**src/design/lkr_pkg.sv**
```systemverilog
// Shared types and constants of the LRU-K frame replacer.
package lkr_pkg;

    localparam int FRAME_W = 6;
    localparam int COUNT_W = 5;
    localparam int TEV_W   = 7;
    localparam int K_W     = 5;

    localparam logic [K_W-1:0]     K_MIN     = 5'd2;
    localparam logic [K_W-1:0]     K_MAX     = 5'd16;
    localparam logic [K_W-1:0]     K_RESET   = 5'd2;
    localparam logic [COUNT_W-1:0] COUNT_MAX = 5'd31;

    typedef enum logic [1:0] {
        REQ_ACCESS = 2'd0,
        REQ_SET    = 2'd1,
        REQ_REMOVE = 2'd2,
        REQ_EVICT  = 2'd3
    } t_req;

    // One entry of the per-frame table; a count of zero means untracked.
    typedef struct packed {
        logic               in_cache;
        logic               mark;
        logic [COUNT_W-1:0] count;
    } t_ftab_entry;

    localparam int FTAB_W = $bits(t_ftab_entry);

endpackage

```
**src/design/lkr_ram.sv**
```systemverilog
// Simple dual-port memory: one write port, one read port with registered data.
module lkr_ram #(
    parameter int DEPTH = 64,
    parameter int WIDTH = 6
) (
    input  logic                     i_clk,
    input  logic                     i_we,
    input  logic [$clog2(DEPTH)-1:0] i_waddr,
    input  logic [WIDTH-1:0]         i_wdata,
    input  logic [$clog2(DEPTH)-1:0] i_raddr,
    output logic [WIDTH-1:0]         o_rdata
);

    logic [WIDTH-1:0] r_mem [DEPTH];
    logic [WIDTH-1:0] r_rdata;

    always_ff @(posedge i_clk) begin
        if (i_we) begin
            r_mem[i_waddr] <= i_wdata;
        end
        r_rdata <= r_mem[i_raddr];
    end

    assign o_rdata = r_rdata;

endmodule

```
**src/design/lkr_ctrl.sv**
```systemverilog
// Sequencer of the replacer: frame table lookups, list scans, compaction and pushes.
module lkr_ctrl
    import lkr_pkg::*;
#(
    parameter int FRAME_SLOTS = 64
) (
    input  logic                              i_clk,
    input  logic                              i_rst_n,
    input  logic [K_W-1:0]                    i_k,
    // request side
    input  logic                              i_in_valid,
    output logic                              o_in_ready,
    input  t_req                              i_req,
    input  logic [FRAME_W-1:0]                i_frame,
    input  logic                              i_flag,
    // result side
    output logic                              o_out_valid,
    input  logic                              i_out_ready,
    output logic                              o_found,
    output logic [FRAME_W-1:0]                o_victim,
    output logic [TEV_W-1:0]                  o_count,
    // frame table
    output logic                              o_ft_we,
    output logic [$clog2(FRAME_SLOTS)-1:0]    o_ft_waddr,
    output t_ftab_entry                       o_ft_wdata,
    output logic [$clog2(FRAME_SLOTS)-1:0]    o_ft_raddr,
    input  t_ftab_entry                       i_ft_rdata,
    // history and cache order lists share addresses and write data
    output logic [$clog2(FRAME_SLOTS)-1:0]    o_ls_raddr,
    output logic [$clog2(FRAME_SLOTS)-1:0]    o_ls_waddr,
    output logic [FRAME_W-1:0]                o_ls_wdata,
    output logic                              o_hl_we,
    output logic                              o_cl_we,
    input  logic [FRAME_W-1:0]                i_hl_rdata,
    input  logic [FRAME_W-1:0]                i_cl_rdata
);

    localparam int IW = $clog2(FRAME_SLOTS);
    localparam int LW = $clog2(FRAME_SLOTS + 1);
    localparam int SW = (LW + 1 > TEV_W) ? LW + 1 : TEV_W;

    typedef enum logic [2:0] {
        S_CLEAR,
        S_IDLE,
        S_LOOKUP,
        S_SCAN,
        S_COMPACT,
        S_PUSH,
        S_DONE
    } t_state;

    function automatic logic [IW-1:0] f2i(input logic [FRAME_W-1:0] f);
        logic [IW+FRAME_W-1:0] w;
        w = {{IW{1'b0}}, f};
        return w[IW-1:0];
    endfunction

    t_state             r_state, n_state;
    logic [LW-1:0]      r_idx, n_idx;
    t_req               r_req, n_req;
    logic [FRAME_W-1:0] r_frame, n_frame;
    logic               r_flag, n_flag;
    logic               r_sel, n_sel;
    logic               r_push, n_push;
    logic               r_p1, n_p1;
    logic               r_p2, n_p2;
    logic               r_hit, n_hit;
    logic [IW-1:0]      r_pa, n_pa;
    logic [FRAME_W-1:0] r_c2, n_c2;
    logic [LW-1:0]      r_hlen, n_hlen;
    logic [LW-1:0]      r_clen, n_clen;
    logic [TEV_W-1:0]   r_tev, n_tev;
    logic               r_found, n_found;
    logic [FRAME_W-1:0] r_victim, n_victim;
    logic               r_out_valid, n_out_valid;
    logic               r_out_found, n_out_found;
    logic [FRAME_W-1:0] r_out_victim, n_out_victim;
    logic [TEV_W-1:0]   r_out_count, n_out_count;

    logic [LW-1:0]      cur_len;
    logic [FRAME_W-1:0] ls_rdata;
    logic               issue;
    logic               in_range;
    logic [COUNT_W-1:0] c_sat;

    assign cur_len  = r_sel ? r_clen : r_hlen;
    assign ls_rdata = r_sel ? i_cl_rdata : i_hl_rdata;
    assign issue    = (r_idx < cur_len);
    assign in_range = ({{IW{1'b0}}, i_frame} < (IW + FRAME_W)'(FRAME_SLOTS));
    assign c_sat    = (i_ft_rdata.count == COUNT_MAX) ? COUNT_MAX
                                                      : i_ft_rdata.count + 1'b1;

    always_comb begin
        n_state      = r_state;
        n_idx        = r_idx;
        n_req        = r_req;
        n_frame      = r_frame;
        n_flag       = r_flag;
        n_sel        = r_sel;
        n_push       = r_push;
        n_p1         = r_p1;
        n_p2         = r_p2;
        n_hit        = r_hit;
        n_pa         = r_pa;
        n_c2         = r_c2;
        n_hlen       = r_hlen;
        n_clen       = r_clen;
        n_tev        = r_tev;
        n_found      = r_found;
        n_victim     = r_victim;
        n_out_valid  = r_out_valid && !i_out_ready;
        n_out_found  = r_out_found;
        n_out_victim = r_out_victim;
        n_out_count  = r_out_count;

        o_in_ready = 1'b0;
        o_ft_we    = 1'b0;
        o_ft_waddr = f2i(r_frame);
        o_ft_wdata = '0;
        o_ft_raddr = f2i(i_frame);
        o_ls_raddr = r_idx[IW-1:0];
        o_ls_waddr = r_pa - IW'(1);
        o_ls_wdata = ls_rdata;
        o_hl_we    = 1'b0;
        o_cl_we    = 1'b0;

        case (r_state)
            S_CLEAR: begin
                o_ft_we    = 1'b1;
                o_ft_waddr = r_idx[IW-1:0];
                if (r_idx == LW'(FRAME_SLOTS - 1)) begin
                    n_idx   = '0;
                    n_state = S_IDLE;
                end else begin
                    n_idx = r_idx + 1'b1;
                end
            end
            S_IDLE: begin
                o_in_ready = 1'b1;
                if (i_in_valid) begin
                    n_req    = i_req;
                    n_frame  = i_frame;
                    n_flag   = i_flag;
                    n_found  = 1'b0;
                    n_victim = '0;
                    n_push   = 1'b0;
                    n_idx    = '0;
                    n_p1     = 1'b0;
                    n_p2     = 1'b0;
                    n_hit    = 1'b0;
                    if (i_req == REQ_EVICT) begin
                        n_sel   = 1'b0;
                        n_state = S_SCAN;
                    end else if (in_range) begin
                        n_state = S_LOOKUP;
                    end else begin
                        n_state = S_DONE;
                    end
                end
            end
            S_LOOKUP: begin
                n_state = S_DONE;
                case (r_req)
                    REQ_ACCESS: begin
                        o_ft_we = 1'b1;
                        if (i_ft_rdata.count == '0) begin
                            o_ft_wdata = '{in_cache: 1'b0, mark: 1'b1, count: COUNT_W'(1)};
                            n_tev      = r_tev + 1'b1;
                            o_ls_waddr = r_hlen[IW-1:0];
                            o_ls_wdata = r_frame;
                            o_hl_we    = 1'b1;
                            n_hlen     = r_hlen + 1'b1;
                        end else if (!i_ft_rdata.in_cache) begin
                            if (c_sat >= i_k) begin
                                o_ft_wdata = '{in_cache: 1'b1, mark: i_ft_rdata.mark,
                                               count: c_sat};
                                n_sel      = 1'b0;
                                n_push     = 1'b1;
                                n_state    = S_COMPACT;
                            end else begin
                                o_ft_wdata = '{in_cache: 1'b0, mark: i_ft_rdata.mark,
                                               count: c_sat};
                            end
                        end else begin
                            o_ft_wdata = i_ft_rdata;
                            n_sel      = 1'b1;
                            n_push     = 1'b1;
                            n_state    = S_COMPACT;
                        end
                    end
                    REQ_SET: begin
                        if (i_ft_rdata.count != '0) begin
                            o_ft_we    = 1'b1;
                            o_ft_wdata = '{in_cache: i_ft_rdata.in_cache, mark: r_flag,
                                           count: i_ft_rdata.count};
                            if (!r_flag && i_ft_rdata.mark && r_tev != '0) begin
                                n_tev = r_tev - 1'b1;
                            end else if (r_flag && !i_ft_rdata.mark) begin
                                n_tev = r_tev + 1'b1;
                            end
                        end
                    end
                    REQ_REMOVE: begin
                        if (i_ft_rdata.count != '0) begin
                            o_ft_we = 1'b1;
                            if (i_ft_rdata.mark && r_tev != '0) begin
                                n_tev = r_tev - 1'b1;
                            end
                            n_sel   = i_ft_rdata.in_cache;
                            n_state = S_COMPACT;
                        end
                    end
                    default: begin
                        n_state = S_DONE;
                    end
                endcase
            end
            S_SCAN: begin
                // Stage one reads the list, stage two the frame table entry it names.
                o_ft_raddr = f2i(ls_rdata);
                n_p1       = issue;
                n_p2       = r_p1;
                n_c2       = ls_rdata;
                if (issue) begin
                    n_idx = r_idx + 1'b1;
                end
                if (r_p2 && i_ft_rdata.mark) begin
                    n_found    = 1'b1;
                    n_victim   = r_c2;
                    n_frame    = r_c2;
                    o_ft_we    = 1'b1;
                    o_ft_waddr = f2i(r_c2);
                    if (r_tev != '0) begin
                        n_tev = r_tev - 1'b1;
                    end
                    n_idx   = '0;
                    n_p1    = 1'b0;
                    n_p2    = 1'b0;
                    n_hit   = 1'b0;
                    n_state = S_COMPACT;
                end else if (!issue && !r_p1 && !r_p2) begin
                    if (!r_sel) begin
                        n_sel = 1'b1;
                        n_idx = '0;
                    end else begin
                        n_state = S_DONE;
                    end
                end
            end
            S_COMPACT: begin
                // Read each entry once; entries after the match move down by one.
                n_p1 = issue;
                n_pa = r_idx[IW-1:0];
                if (issue) begin
                    n_idx = r_idx + 1'b1;
                end
                if (r_p1) begin
                    if (r_hit) begin
                        o_hl_we = !r_sel;
                        o_cl_we = r_sel;
                    end else if (ls_rdata == r_frame) begin
                        n_hit = 1'b1;
                    end
                end
                if (!issue && !r_p1) begin
                    if (r_hit) begin
                        if (r_sel) begin
                            n_clen = r_clen - 1'b1;
                        end else begin
                            n_hlen = r_hlen - 1'b1;
                        end
                    end
                    n_state = r_push ? S_PUSH : S_DONE;
                end
            end
            S_PUSH: begin
                o_ls_waddr = r_clen[IW-1:0];
                o_ls_wdata = r_frame;
                o_cl_we    = 1'b1;
                n_clen     = r_clen + 1'b1;
                n_state    = S_DONE;
            end
            S_DONE: begin
                if (!r_out_valid || i_out_ready) begin
                    n_out_valid  = 1'b1;
                    n_out_found  = r_found;
                    n_out_victim = r_victim;
                    n_out_count  = r_tev;
                    n_state      = S_IDLE;
                end
            end
            default: begin
                n_state = S_IDLE;
            end
        endcase
    end

    always_ff @(posedge i_clk) begin
        if (!i_rst_n) begin
            r_state     <= S_CLEAR;
            r_idx       <= '0;
            r_p1        <= 1'b0;
            r_p2        <= 1'b0;
            r_hit       <= 1'b0;
            r_hlen      <= '0;
            r_clen      <= '0;
            r_tev       <= '0;
            r_out_valid <= 1'b0;
        end else begin
            r_state     <= n_state;
            r_idx       <= n_idx;
            r_p1        <= n_p1;
            r_p2        <= n_p2;
            r_hit       <= n_hit;
            r_hlen      <= n_hlen;
            r_clen      <= n_clen;
            r_tev       <= n_tev;
            r_out_valid <= n_out_valid;
        end
        r_req        <= n_req;
        r_frame      <= n_frame;
        r_flag       <= n_flag;
        r_sel        <= n_sel;
        r_push       <= n_push;
        r_pa         <= n_pa;
        r_c2         <= n_c2;
        r_found      <= n_found;
        r_victim     <= n_victim;
        r_out_found  <= n_out_found;
        r_out_victim <= n_out_victim;
        r_out_count  <= n_out_count;
    end

    assign o_out_valid = r_out_valid;
    assign o_found     = r_out_found;
    assign o_victim    = r_out_victim;
    assign o_count     = r_out_count;

`ifndef SYNTH
    a_busy_after_accept: assert property (@(posedge i_clk) disable iff (!i_rst_n)
        (i_in_valid && o_in_ready) |=> !o_in_ready)
        else $error("replacer still ready the cycle after taking a request");

    a_lists_fit: assert property (@(posedge i_clk) disable iff (!i_rst_n)
        ((SW'(r_hlen) + SW'(r_clen)) <= SW'(FRAME_SLOTS)))
        else $error("history and cache lists hold more entries than frames");

    // A moving frame is briefly on neither list while it waits to be pushed.
    a_evictable_listed: assert property (@(posedge i_clk) disable iff (!i_rst_n)
        (r_state != S_PUSH) |-> (SW'(r_tev) <= (SW'(r_hlen) + SW'(r_clen))))
        else $error("evictable count exceeds the number of listed frames");
`endif

endmodule

```
**src/design/lru_k_frame_replacer.sv**
```systemverilog
// Top level of the LRU-K frame replacer: ports, threshold register and memories.
//
// The replacer tracks up to FRAME_SLOTS buffer frames and takes one request at a
// time (record access, set evictable, remove, evict), returning one result for
// each. After reset a clearing pass writes the frame table, one entry per cycle,
// while s_axis_tready stays low. Any request that takes a frame out of a list
// walks that list through one read port and rewrites it one entry per cycle,
// then pushes the frame onto the cache list when it moves there. Evict first
// scans the history list and then the cache list, one entry per cycle through a
// two-step read of list and frame table, and then comes the walk that drops the
// victim. s_axis_tready is high only between requests; a finished result waits
// in the output register while the next request is taken. The user must write
// the threshold k through i_cfg_we and i_cfg_wdata only while the replacer is
// idle; the block itself has no such check. Values below 2 act as 2 and values
// above 16 act as 16.
module lru_k_frame_replacer
    import lkr_pkg::*;
#(
    parameter int FRAME_SLOTS = 64
) (
    input  logic        i_clk,
    input  logic        i_rst_n,
    // threshold register write
    input  logic        i_cfg_we,
    input  logic [4:0]  i_cfg_wdata,
    // request stream
    input  logic        s_axis_tvalid,
    output logic        s_axis_tready,
    input  logic [7:0]  s_axis_tdata,   // [5:0] frame, [6] evictable_flag, [7] zero
    input  logic [1:0]  s_axis_tuser,   // [1:0] req_type
    // result stream
    output logic        m_axis_tvalid,
    input  logic        m_axis_tready,
    output logic [15:0] m_axis_tdata,   // [5:0] victim_frame, [12:6] evictable_count,
                                        // [15:13] zero
    output logic [0:0]  m_axis_tuser    // [0] victim_found
);

    localparam int IW = $clog2(FRAME_SLOTS);

    logic [K_W-1:0]     r_k;
    logic [K_W-1:0]     k_eff;

    logic               ft_we;
    logic [IW-1:0]      ft_waddr;
    t_ftab_entry        ft_wdata;
    logic [IW-1:0]      ft_raddr;
    t_ftab_entry        ft_rdata;

    logic [IW-1:0]      ls_raddr;
    logic [IW-1:0]      ls_waddr;
    logic [FRAME_W-1:0] ls_wdata;
    logic               hl_we;
    logic               cl_we;
    logic [FRAME_W-1:0] hl_rdata;
    logic [FRAME_W-1:0] cl_rdata;

    logic               found;
    logic [FRAME_W-1:0] victim;
    logic [TEV_W-1:0]   count;

    // The raw value is kept as written; the clamp is applied on the way out.
    always_ff @(posedge i_clk) begin
        if (!i_rst_n) begin
            r_k <= K_RESET;
        end else if (i_cfg_we) begin
            r_k <= i_cfg_wdata;
        end
    end

    assign k_eff = (r_k < K_MIN) ? K_MIN : ((r_k > K_MAX) ? K_MAX : r_k);

    lkr_ctrl #(
        .FRAME_SLOTS (FRAME_SLOTS)
    ) u_ctrl (
        .i_clk       (i_clk),
        .i_rst_n     (i_rst_n),
        .i_k         (k_eff),
        .i_in_valid  (s_axis_tvalid),
        .o_in_ready  (s_axis_tready),
        .i_req       (t_req'(s_axis_tuser)),
        .i_frame     (s_axis_tdata[5:0]),
        .i_flag      (s_axis_tdata[6]),
        .o_out_valid (m_axis_tvalid),
        .i_out_ready (m_axis_tready),
        .o_found     (found),
        .o_victim    (victim),
        .o_count     (count),
        .o_ft_we     (ft_we),
        .o_ft_waddr  (ft_waddr),
        .o_ft_wdata  (ft_wdata),
        .o_ft_raddr  (ft_raddr),
        .i_ft_rdata  (ft_rdata),
        .o_ls_raddr  (ls_raddr),
        .o_ls_waddr  (ls_waddr),
        .o_ls_wdata  (ls_wdata),
        .o_hl_we     (hl_we),
        .o_cl_we     (cl_we),
        .i_hl_rdata  (hl_rdata),
        .i_cl_rdata  (cl_rdata)
    );

    // Per-frame table: access count, evictable mark and which list holds the frame.
    lkr_ram #(
        .DEPTH (FRAME_SLOTS),
        .WIDTH (FTAB_W)
    ) u_ftab (
        .i_clk   (i_clk),
        .i_we    (ft_we),
        .i_waddr (ft_waddr),
        .i_wdata (ft_wdata),
        .i_raddr (ft_raddr),
        .o_rdata (ft_rdata)
    );

    // History list, oldest first access at entry 0.
    lkr_ram #(
        .DEPTH (FRAME_SLOTS),
        .WIDTH (FRAME_W)
    ) u_hist (
        .i_clk   (i_clk),
        .i_we    (hl_we),
        .i_waddr (ls_waddr),
        .i_wdata (ls_wdata),
        .i_raddr (ls_raddr),
        .o_rdata (hl_rdata)
    );

    // Cache list, least recently used at entry 0.
    lkr_ram #(
        .DEPTH (FRAME_SLOTS),
        .WIDTH (FRAME_W)
    ) u_cache (
        .i_clk   (i_clk),
        .i_we    (cl_we),
        .i_waddr (ls_waddr),
        .i_wdata (ls_wdata),
        .i_raddr (ls_raddr),
        .o_rdata (cl_rdata)
    );

    assign m_axis_tdata = {3'b000, count, victim};
    assign m_axis_tuser = found;

endmodule
```
**config.mk**
```make
export PLATFORM = sky130hd
export DESIGN_NAME = lru_k_frame_replacer
export DESIGN_NICKNAME = d
export VERILOG_FILES = /design/src/design/lkr_pkg.sv /design/src/design/lkr_ram.sv /design/src/design/lkr_ctrl.sv /design/src/design/lru_k_frame_replacer.sv
export SDC_FILE = /design/constraint.sdc
export NUM_CORES = 1
export LEC_CHECK = 0
export BUFFER_PORTS_ARGS = -buffer_cell sky130_fd_sc_hd__buf_2
export CAP_MARGIN = 10
export CORE_ASPECT_RATIO = 1.4
export CORE_MARGIN = 1.5
export CORE_UTILIZATION = 46
export DETAILED_ROUTE_END_ITERATION = 16
export GPL_ROUTABILITY_DRIVEN = 1
export GPL_TIMING_DRIVEN = 1
export PLACE_DENSITY = 0.7
export REMOVE_ABC_BUFFERS = 1
export SYNTH_ARGS = -nofsm -noshare
export SYNTH_HDL_FRONTEND = slang
export SYNTH_HIERARCHICAL = 1
export SYNTH_SLANG_ARGS = --single-unit
```
**constraint.sdc**
```tcl
create_clock -name i_clk -period 24.3 [get_ports i_clk]
set_clock_uncertainty 0.05 [all_clocks]
set_input_delay 2.43 -clock i_clk [delete_from_list [all_inputs] [get_ports i_clk]]
set_output_delay 2.43 -clock i_clk [all_outputs]
set_load 0.01 [all_outputs]
```
== Yosys cells after proc, flatten, opt, wreduce, memory -nomap -nowiden ==
Memory sizes are Yosys's and may differ from the RTL's. A register that Yosys moved wholly into a read port is not among the register bits.
Index checks and enable logic that the tools add are counted.
W data, S select, Z words.
Word-level totals
  memory bits (writable): 1216
  word-level logic and storage cells: 237
  bits in registers: 84
  input bits: 20
  memories: 3
Cells by class
  add/sub/neg operators: 9
  reductions and logical operators: 44
  eq/ne operators: 40
  $lt $le $gt $ge: 4
  muxes and demuxes: 115
Memory list
  u_ftab.r_mem: words 64, width 7, rd ports 1, clocked after memory_dff 1, write ports 1, line lkr_ram.sv:14  | logic [WIDTH-1:0] r_mem [DEPTH];
  u_cache.r_mem: words 64, width 6, rd ports 1, clocked after memory_dff 1, write ports 1, line lkr_ram.sv:14
  u_hist.r_mem: words 64, width 6, rd ports 1, clocked after memory_dff 1, write ports 1, line lkr_ram.sv:14
Operators with widths (number)
  $mux W7: 28
  $mux W6: 10
  $pmux W6 S2: 5
  $pmux W7 S2: 4
  $mux W1: 38
  $add A7 B1 Y7 const B: 4
  $pmux W7 S4: 1
  $mux W3: 8
  $ne A2 B1 Y1 const B: 11
  $pmux W3 S7: 1
  $pmux W7 S3: 1
  $sub A7 B1 Y7 const B: 3
  $reduce_and A9 Y1: 2
  $mux W5: 3
  $ne A3 B2 Y1 const B: 5
  $pmux W1 S2: 7
  $pmux W1 S3: 4
  $reduce_and A6 Y1: 2
  $ne A2 B2 Y1 const B: 5
  $reduce_and A2 Y1: 5
  $reduce_bool A2 Y1: 5
  $eq A3 B3 Y1 const B: 3
  $ne A3 B1 Y1 const B: 3
  $logic_and A1 B1 Y1: 8
  other kinds (31): 46

== Longest topological paths before layout ==
Gate-level depths: netlist of the first run.
  depth after elaboration: 9
  gate-level depth with buffers: 13
  depth with buffers taken out: 11

== Cells and area by module ==
Netlist of the first run, hierarchy kept.
By module, submodules not included
  lkr_ram (u_ftab): instances 1, seq. area each 13593.0 sq um, cells each 827, area each 17635.7 sq um
  lkr_ram (u_hist): instances 1, seq. area each 11651.2 sq um, cells each 720, area each 15225.9 sq um
  lkr_ram (u_cache): instances 1, seq. area each 11651.2 sq um, cells each 729, area each 15205.8 sq um
  lkr_ctrl: instances 1, seq. area each 2021.9 sq um, cells each 645, area each 5550.3 sq um
  lru_k_frame_replacer: instances 1, seq. area each 100.1 sq um, cells each 27, area each 259.0 sq um

== Worst setup path after synthesis of the first run ==
No wires, ideal clock.
  kind: register to register
  start point: register u_ctrl.r_state[1]
  end point: memory u_cache.r_mem[0][4] (data pin)
  stages on the path, launching flop included: 8
  path buffers: 3
  library setup time: 1.198 ns
  period minus slack after synthesis: 7.785 ns
  slack: 16.515 ns
  data required time: 23.052 ns
  data arrival time: 6.537 ns
  cells stage by stage: dfxtp_1 > buf_2 > nand2b_1 > or2_2 > clkbuf_1 > nand2_1 > clkbuf_1 > o21ai_0
On the way
  longest elaborated chain between the ends: 2
RTL lines
  start: declaration: line lkr_ctrl.sv:58  | t_state r_state, n_state;
  start signal: assignment: line lkr_ctrl.sv:310  | r_state <= n_state;
  $eq A3 B3 Y1 or $eq A3 B2 Y1 (tied branches): line lkr_ctrl.sv:127  | case (r_state)
  $pmux W6 S2 (*): line lkr_ctrl.sv:127
  net ls_wdata[4]: line lru_k_frame_replacer.sv:52  | logic [FRAME_W-1:0] ls_wdata;
  end: declaration: line lkr_ram.sv:14
The timed path passes the listed nets; every way through them passes the cells marked *.

== Final worst setup path of the first run ==
  start point: input port s_axis_tdata[0]
  end point: register u_ftab.r_rdata[2], in the netlist u_ftab/o_rdata[2] (read register of u_ftab.r_mem)
On the way
  longest elaborated chain between the ends: 1
RTL lines
  start: declaration: line lru_k_frame_replacer.sv:29  | input logic [7:0] s_axis_tdata,
  $mux W6: line lkr_ctrl.sv:127
  net ft_raddr[0]: line lru_k_frame_replacer.sv:47  | logic [IW-1:0] ft_raddr;
  end: declaration: line lkr_ram.sv:15  | logic [WIDTH-1:0] r_rdata;
The timed path passes the listed nets, and every way through them passes these cells.
A chain may end at the register's enable or synchronous reset.

==> impl_metrics.yaml, run 1 <==
cells_and_area:
  drive_gt1_frac: 0.197
  regArea_sq_um: 39000
  fin_cells: 4572
  antenna_cells: 0
  final_nets: 3032
  area_growth_pct: 10.1
  post-route-cell-area_sq_um: 59300
  nFillCells: 9145
  multi_input_area_sq_um: 13900
setup_path:
  cp-start-kind: "input port"
  reg2reg_depth: 11
  worst_path_most_repeated_cell: "buf_4"
  slowest_delay_ns: 0.85
  worstSetupEndpointType: "register"
  crit_type: "in -> reg"
  worstPathArrival_ns: 6.43
  path_cells: "buf_2 > nor2_1 > a21oi_4 > buf_4 > buf_4 > mux4_2 > a22oi_1 > a41o_1 > o31ai_1"
  cpMaxStageDelayCell: "buf_4"
  crit_fanout: 46
  required_ns: 24.76
place:
  dp_hpwl_um: 74200
  dpl-instance-area_sq_um: 55500
  globalplace.congestion: 0.850
  portBuffers: 34
  dp.cells: 4359
cts:
  hold_buffers: 0
  path_clk_slew_ns: 0.06
  htree_num_levels: 3
  cts_tree: "done"
  post_cts_buffers: 0
  clock_sinks: 1319
  cts_resized: 0
  cts_root_buf: "clkbuf_16"
  worstSkewPairLatency_ns: 0.73
  clk_path_buf_depth: 3
  cts_buffers: 112
die:
  initial_core_util: 0.463
  rows: 148
  io_pins: 39
  die-area_sq_um: 119000
  die_h_um: 408
  core_sq_um: 116000
  die_w_um: 292
detailed_routing:
  viasPerCell: 6.03
  drc: 0
  wirelength_um: 118000
  vias: 27600
  drtPass1Iterations: 5
  ant_nets: 0
  wire_per_inst_um: 25.9
  drt_iter0_drc: 2734
logic_synthesis:
  synth_cell_type_count: 85
  synth_edf_count: 1260
  ys_seq_area_frac: 0.724
  synth_area_per_cell_sq_um: 18.3
  ys_seq_elements: 1319
  ys_warn_count: 6
  synth.cell_area_sq_um: 53900
  async_flop_share: 0
  synthFlopType: "edfxtp_1"
  synth_cells: 2948
pwr:
  power_leakage_nw: 18.3
  ir_drop_mv: 0.0717
  total_power_mw: 6.06
  p_per_area_nw_per_um2: 102
timing:
  slew-limit-headroom: 0.220
  drv_slew: 0
  fmax_mhz: 167
  worst_slew_pin_slew_ns: 1.16
  hold_violations: 0
  fin_crit_sh: 0.246
  rsz0062_at_grt: "no"
  tns_ns: 0
  setup_viol: 0
  fin_crit_ns: 5.97
job:
  cap_violations: 0
worst_hold_path:
  hp-class: "reg -> reg"
  holdPathStages: 0
grt:
  grt.total_usage: 0.198
  antenna_found_initial: 0
  grt_pass1_vias: 27900
  gr-total-overflow: 0
  grt_pass1_wl_um: 177000
  grt_start_max_net_pins: 100
status:
  outcome: "finished, final reports clean"
placed cells by master, fill, tap and decap left out, drive strengths merged, types with 11 or more instances in the layout:
master,n
nand2b,23
nor3,29
bufinv,13
o211ai,13
nand3,57
clkbuf,136
a211oi,18
o21ai,67
a31oi,15
and3,11
a22oi,23
nor2,258
mux2i,69
a21oi,60
nand3b,19
xnor2,12
o22ai,34
nor2b,27
nand2,130
nand4,13
edfxtp,1260
dfxtp,59
ha,37
mux4,308
buf,79
mux2,13
clkinv,55
inv,56
o221ai,27
and2,12
sequential cells by signal, summed over array words and instances, names as in the netlist, 7 cells and up:
signal          count
u_ftab/o_rdata      7
u_ctrl/r_tev        7
u_hist/r_mem      384
u_ctrl/r_hlen       7
u_ctrl/o_count      7
u_cache/r_mem     384
u_ctrl/r_idx        7
u_ftab/r_mem      448
u_ctrl/r_clen       7
logic make-up (layout without fill, tap and decap cells):
group,Yosys count,in the layout,synth area share
buffers and inverters,220,342,0.0213
adder cells (fa/ha/maj),39,39,0.00934
other,1,3,0.0000696
XOR/XNOR,22,22,0.00358
flip-flops,1319,1319,0.724
AND/OR/NAND/NOR,627,627,0.0550
multiplexers,390,390,0.145
AO/OA/AOI/OAI,330,330,0.0418
report_power, final:
group	total, mW	internal (mW)	switching, mW
registers	2.92	2.85	0.0695
clock network	1.83	1.01	0.816
logic	1.32	0.446	0.872
total	6.06	4.30	1.76
cell type report:
type,instances,area share
sequential,1319,0.658
inverter,50,0.00316
multi-input combinational,1411,0.235
clock inverter,77,0.0142
clock buffer,136,0.0496
timing repair buffer,79,0.00878
tap,1500,0.0316
cell usage after synthesis, types with 12 or more instances:
cell type | instances | area (sq um)
dfxtp_1 | 59 | 1180
mux4_2 | 302 | 6800
a21oi_1 | 60 | 300
buf_6 | 18 | 203
a31oi_1 | 15 | 93.8
o22ai_1 | 34 | 213
mux2i_1 | 69 | 691
nand4_1 | 13 | 81.3
nand3b_1 | 19 | 143
inv_1 | 47 | 176
nand3_1 | 57 | 285
a22oi_1 | 22 | 165
o211ai_1 | 13 | 97.6
mux2_2 | 13 | 146
o221ai_1 | 27 | 236
clkbuf_1 | 78 | 293
nand2_1 | 130 | 488
nor2b_1 | 27 | 169
a211oi_1 | 18 | 135
buf_2 | 44 | 220
buf_4 | 21 | 158
xnor2_1 | 12 | 105
nand2b_1 | 23 | 144
edfxtp_1 | 1260 | 37800
o21ai_0 | 55 | 275
nor3_1 | 29 | 145
ha_1 | 37 | 463
nor2_1 | 257 | 965
worst max-delay path, delay by kind of cell:
family	cells	cell delay, ns
multiplexers	1	0.60
AND/OR/NAND/NOR	1	0.09
AO/OA/AOI/OAI	4	1.47
buffers and inverters	3	1.78
path summary, 6_finish.rpt:
check | from | to | slack, ns
hold / removal | u_ctrl/r_victim[5] | u_ctrl/o_victim[5] | 0.38
setup / recovery | s_axis_tdata[0] | u_ftab/o_rdata[2] | 18.33
setup reg to reg | u_ctrl/r_state[1] | u_ftab/o_rdata[2] | 18.58
hold reg to reg | u_ctrl/r_victim[5] | u_ctrl/o_victim[5] | 0.38
routing by layer:
layer / routed length, um / track usage / up-vias / share of wire
met5: 0 / 0 / - / 0
met4: 5330 / 0.0920 / 0 / 0.045
met3: 7270 / 0.0274 / 254 / 0.061
met2: 61700 / 0.346 / 1102 / 0.52
met1: 43900 / 0.242 / 14200 / 0.37
li1: - / - / 12000 / -
per-stage QoR:
stage,worst slack [ns],hold slack (ns),utilization
2_1_floorplan,11.54,0.350,-
3_3_place_gp,17.50,0.360,0.477
3_5_place_dp,17.47,0.369,0.477
4_1_cts,18.20,0.380,0.510
5_1_grt,17.98,0.384,0.510
6_report,18.33,0.379,0.510
(Power assumes the default switching activity.)
==> inputs of run 2 (changes only) <==
==> constraint.sdc (replaced) <==
create_clock -name i_clk -period 5.9 [get_ports i_clk]
set_clock_uncertainty 0.05 [all_clocks]
set_input_delay 0.59 -clock i_clk [delete_from_list [all_inputs] [get_ports i_clk]]
set_output_delay 0.59 -clock i_clk [all_outputs]
set_load 0.01 [all_outputs]
==> impl_metrics.yaml, run 2 (synthesis results as in run 1) <==
die:
  initial_core_util: 0.463
  die_h_um: 408
  io_pins: 39
  core_sq_um: 116000
  rows: 148
  die-area_sq_um: 119000
  die_w_um: 292
grt:
  grt.total_usage: 0.198
  grt_pass1_vias: 27700
  gr-total-overflow: 0
  grt_start_max_net_pins: 129
  antenna_found_initial: 1
  grt_pass1_wl_um: 177000
place:
  globalplace.congestion: 0.859
  portBuffers: 34
  dpl-instance-area_sq_um: 55700
  dp_hpwl_um: 76500
  pre_cts_ws_ns: 1.01
cts:
  cts_tree: "done"
  post_cts_buffers: 0
  hold_buffers: 4
  cts_resized: 0
  cts_root_buf: "clkbuf_16"
  worstSkewPairLatency_ns: 0.74
  clock_sinks: 1319
  clk_path_buf_depth: 3
  path_clk_slew_ns: 0.07
  cts_buffers: 112
  htree_num_levels: 3
pwr:
  total_power_mw: 24.7
  ir_drop_mv: 0.310
  power_leakage_nw: 18.3
  p_per_area_nw_per_um2: 417
detailed_routing:
  drt_iter0_drc: 2795
  wirelength_um: 119000
  drc: 0
  viasPerCell: 6.01
  wire_per_inst_um: 25.9
  vias: 27600
  drtPass1Iterations: 8
  ant_nets: 0
cells_and_area:
  top_regs: "u_ftab/r_mem x448, u_cache/r_mem x384, u_hist/r_mem x384"
  antenna_cells: 0
  drive_gt1_frac: 0.203
  nFillCells: 9177
  multi_input_area_sq_um: 13900
  post-route-cell-area_sq_um: 59400
  final_common_cell: "edfxtp_1"
  regArea_sq_um: 39000
  final_nets: 3050
  area_growth_pct: 10.2
  regMostFlops: "u_ftab/r_mem"
  mostFrequentLayoutCells: "edfxtp_1 (1260), mux4_2 (302), nor2_1 (254)"
  largest_reg_flops: 448
timing:
  setup_viol: 0
  slew-limit-headroom: 0.286
  setup_ws_ns: 0.750
  drv_slew: 0
  rsz0062_at_grt: "no"
  fmax_mhz: 194
  tns_ns: 0
  fin_crit_sh: 0.873
  fin_crit_ns: 5.15
  hold_violations: 0
  holdWs_ns: 0.0707
  worst_slew_pin_slew_ns: 1.07
setup_path:
  cpMaxStageDelayCell: "nand4_1"
  worstPathArrival_ns: 5.46
  cp-start-kind: "register"
  worstSetupEndpointType: "register"
  worst_path_most_repeated_cell: "nor2_1"
  path_cells: "inv_1 > nand3b_1 > buf_4 > clkinv_1 > and3_1 > nor2_1 > a21oi_1 > o21ai_2 > nand4_1 > nor2_1"
  reg2reg_depth: 10
  slowest_delay_ns: 0.90
  crit_type: "reg -> reg"
  required_ns: 6.21
  crit_fanout: 20
worst_hold_path:
  holdPathStages: 3
  hp-class: "in -> reg"
status:
  outcome: "finished, final reports clean"
job:
  cap_violations: 0
[run 2: per-layer routing]
layer  track usage  vias up  part of all wire
met3        0.0257      201             0.061
met4        0.0863        0             0.040
met2         0.352     1064              0.53
li1              -    12000                 -
met5             0        -                 0
met1         0.242    14300              0.37
[run 2: worst paths after layout]
path | startpoint | slack, ns | endpoint
min reg2reg | u_ctrl/r_victim[0] | 0.37 | u_ctrl/o_victim[0]
max reg2reg | u_ctrl/r_state[0] | 0.75 | u_hist/r_mem[15][1]
min | i_cfg_wdata[0] | 0.07 | r_k[0]
max | u_ctrl/r_state[0] | 0.75 | u_hist/r_mem[15][1]
[run 2: power breakdown]
group | switching [mW] | total, mW | internal (mW)
Sequential | 0.296 | 12.0 | 11.7
Combinational | 3.62 | 5.51 | 1.90
Clock | 3.35 | 7.21 | 3.86
[run 2: cell type report]
type                       count  share of cell area
sequential                  1319               0.658
multi-input combinational   1411               0.234
clock buffer                 135              0.0497
tap                         1500              0.0316
timing repair buffer          97              0.0127
clock inverter                71              0.0109
inverter                      50             0.00316
[run 2: stage by stage]
step                utilization  cells
floorplan                     -   2780
global placement          0.479   4373
detailed placement        0.479   4373
CTS                       0.510   4583
global route              0.510   4583
finish                    0.510   4583
[run 2: critical path, delay by kind of cell (launching register included)]
kind / cells / cell delay [ns]
AOI/OAI and AO/OA: 2 / 0.77
buffers and inverters: 3 / 0.86
DFF: 1 / 0.65
and+or+nand+nor: 5 / 2.44
==> inputs of run 3 (changes only) <==
--- a/config.mk
+++ b/config.mk
@@ -11,7 +11,7 @@
 export CORE_MARGIN = 1.5
 export CORE_UTILIZATION = 46
 export DETAILED_ROUTE_END_ITERATION = 16
-export GPL_ROUTABILITY_DRIVEN = 1
+export GPL_ROUTABILITY_DRIVEN = 0
 export GPL_TIMING_DRIVEN = 1
 export PLACE_DENSITY = 0.7
 export REMOVE_ABC_BUFFERS = 1
==> constraint.sdc (replaced) <==
create_clock -name i_clk -period 5.9 [get_ports i_clk]
set_clock_uncertainty 0.05 [all_clocks]
set_input_delay 1.77 -clock i_clk [delete_from_list [all_inputs] [get_ports i_clk]]
set_output_delay 1.77 -clock i_clk [all_outputs]
set_load 0.01 [all_outputs]
==> impl_metrics.yaml, run 3 (synthesis results as in run 1) <==
status:
  outcome: "finished, final reports clean"
grt:
  gr-total-overflow: 0
  antenna_found_initial: 0
  grt_start_max_net_pins: 129
  grt_pass1_wl_um: 177000
  grt_pass1_vias: 28000
  grt.total_usage: 0.199
detailed_routing:
  wire_per_inst_um: 25.7
  drc: 0
  drt_iter0_drc: 2651
  met3_length_um: 7440
  ant_nets: 0
  highest_layer: "met4"
  met1_length_um: 44300
  wirelength_um: 118000
  dr_wl_met2_um: 61800
  drtPass1Iterations: 6
  vias: 27600
  viasPerCell: 6.02
die:
  die-area_sq_um: 119000
  core_sq_um: 116000
  initial_core_util: 0.463
  rows: 148
  die_h_um: 408
  io_pins: 39
  die_w_um: 292
cts:
  post_cts_buffers: 0
  htree_num_levels: 3
  clk_path_buf_depth: 3
  cts_tree: "done"
  cts_buffers: 113
  hold_buffers: 0
  path_clk_slew_ns: 0.07
  worstSkewPairLatency_ns: 0.74
  cts_root_buf: "clkbuf_16"
  cts_resized: 0
  clock_sinks: 1319
setup_path:
  path_cells: "buf_4 > inv_1 > nand3b_1 > buf_4 > clkinv_1 > and3_1 > nor2_1 > a21oi_1 > o21ai_2 > nand4_1 > nor2_1"
  path_buf_inv: 4
  worstSetupEndpointType: "register"
  cpMaxStageDelayCell: "nand4_1"
  crit_type: "reg -> reg"
  r2r_slack_ns: 1.17
  crit_fanout: 20
  slowest_delay_ns: 0.80
  critPathTopFamily: "simple AND/OR/NAND/NOR gates"
  cp-start-kind: "register"
  required_ns: 6.22
  worstPathArrival_ns: 5.05
timing:
  fmax_mhz: 211
  rsz0062_at_grt: "no"
  drv_slew: 0
  tns_ns: 0
  worst_slew_pin_slew_ns: 1.13
  slew-limit-headroom: 0.238
  hold_violations: 0
  fin_crit_ns: 4.73
  setup_viol: 0
  fin_crit_sh: 0.802
place:
  portBuffers: 34
  dpl-instance-area_sq_um: 55800
  dp_hpwl_um: 74800
cells_and_area:
  post-route-cell-area_sq_um: 59500
  mostFrequentLayoutCells: "edfxtp_1 (1260), mux4_2 (302), nor2_1 (254)"
  drive_gt1_frac: 0.204
  largest_reg_flops: 448
  final_nets: 3048
  area_growth_pct: 10.5
  regMostFlops: "u_ftab/r_mem"
  top_regs: "u_ftab/r_mem x448, u_cache/r_mem x384, u_hist/r_mem x384"
  antenna_cells: 0
  final_common_cell: "edfxtp_1"
  final_util: 0.512
  nFillCells: 9151
pwr:
  total_power_mw: 25.1
  p_per_area_nw_per_um2: 421
  ir_drop_mv: 0.474
  power_leakage_nw: 18.4
worst_hold_path:
  hp-class: "reg -> reg"
job:
  cap_violations: 0
run 3: cell types whose count changed in the layout (fill, tap and decap cells not counted), moves of 2 or more:
cell	change
bufinv_16	+7
inv_6	-5
clkinv_4	+4
dlygate4sd3_1	-4
clkbuf_1	+3
clkinvlp_4	-3
buf_12	+2
clkbuf_16	+2
run 3: where the power goes:
group / switching [mW] / internal [mW] / leakage [nW]
registers: 0.263 / 11.7 / 11.7
logic: 3.65 / 1.92 / 4.81
clock network: 3.33 / 4.21 / 1.86
run 3: stage by stage:
step	hold slack, ns	cells	worst slack [ns]
6_report	0.376	4587	1.17
3_3_place_gp	0.355	4373	1.45
4_1_cts	0.369	4587	1.31
2_1_floorplan	0.350	2780	-6.20
3_5_place_dp	0.376	4374	1.31
5_1_grt	0.378	4587	1.01
run 3: path summary, 6_finish.rpt:
check	end	depth (start not counted)	start
worst max-delay path	u_hist/r_mem[47][5]	11	u_ctrl/r_state[0]
worst min-delay path	u_ctrl/o_victim[5]	0	u_ctrl/r_victim[5]
worst max register to register	u_hist/r_mem[47][5]	11	u_ctrl/r_state[0]
worst min register to register	u_ctrl/o_victim[5]	0	u_ctrl/r_victim[5]
run 3: routing by layer:
metal	track usage	up-vias
met5	0	-
met4	0.0797	0
met3	0.0332	219
met2	0.351	994
met1	0.243	14400
li1	-	12000
run 3: final cells by class:
cell class / instances / area, sq um / area share
clock inverter: 74 / 798 / 0.0134
clock buffer: 139 / 3000 / 0.0503
multi-input combinational: 1411 / 13900 / 0.234
timing repair buffer: 94 / 746 / 0.0125
sequential: 1319 / 39000 / 0.655
tap: 1500 / 1880 / 0.0315
inverter: 50 / 188 / 0.00315
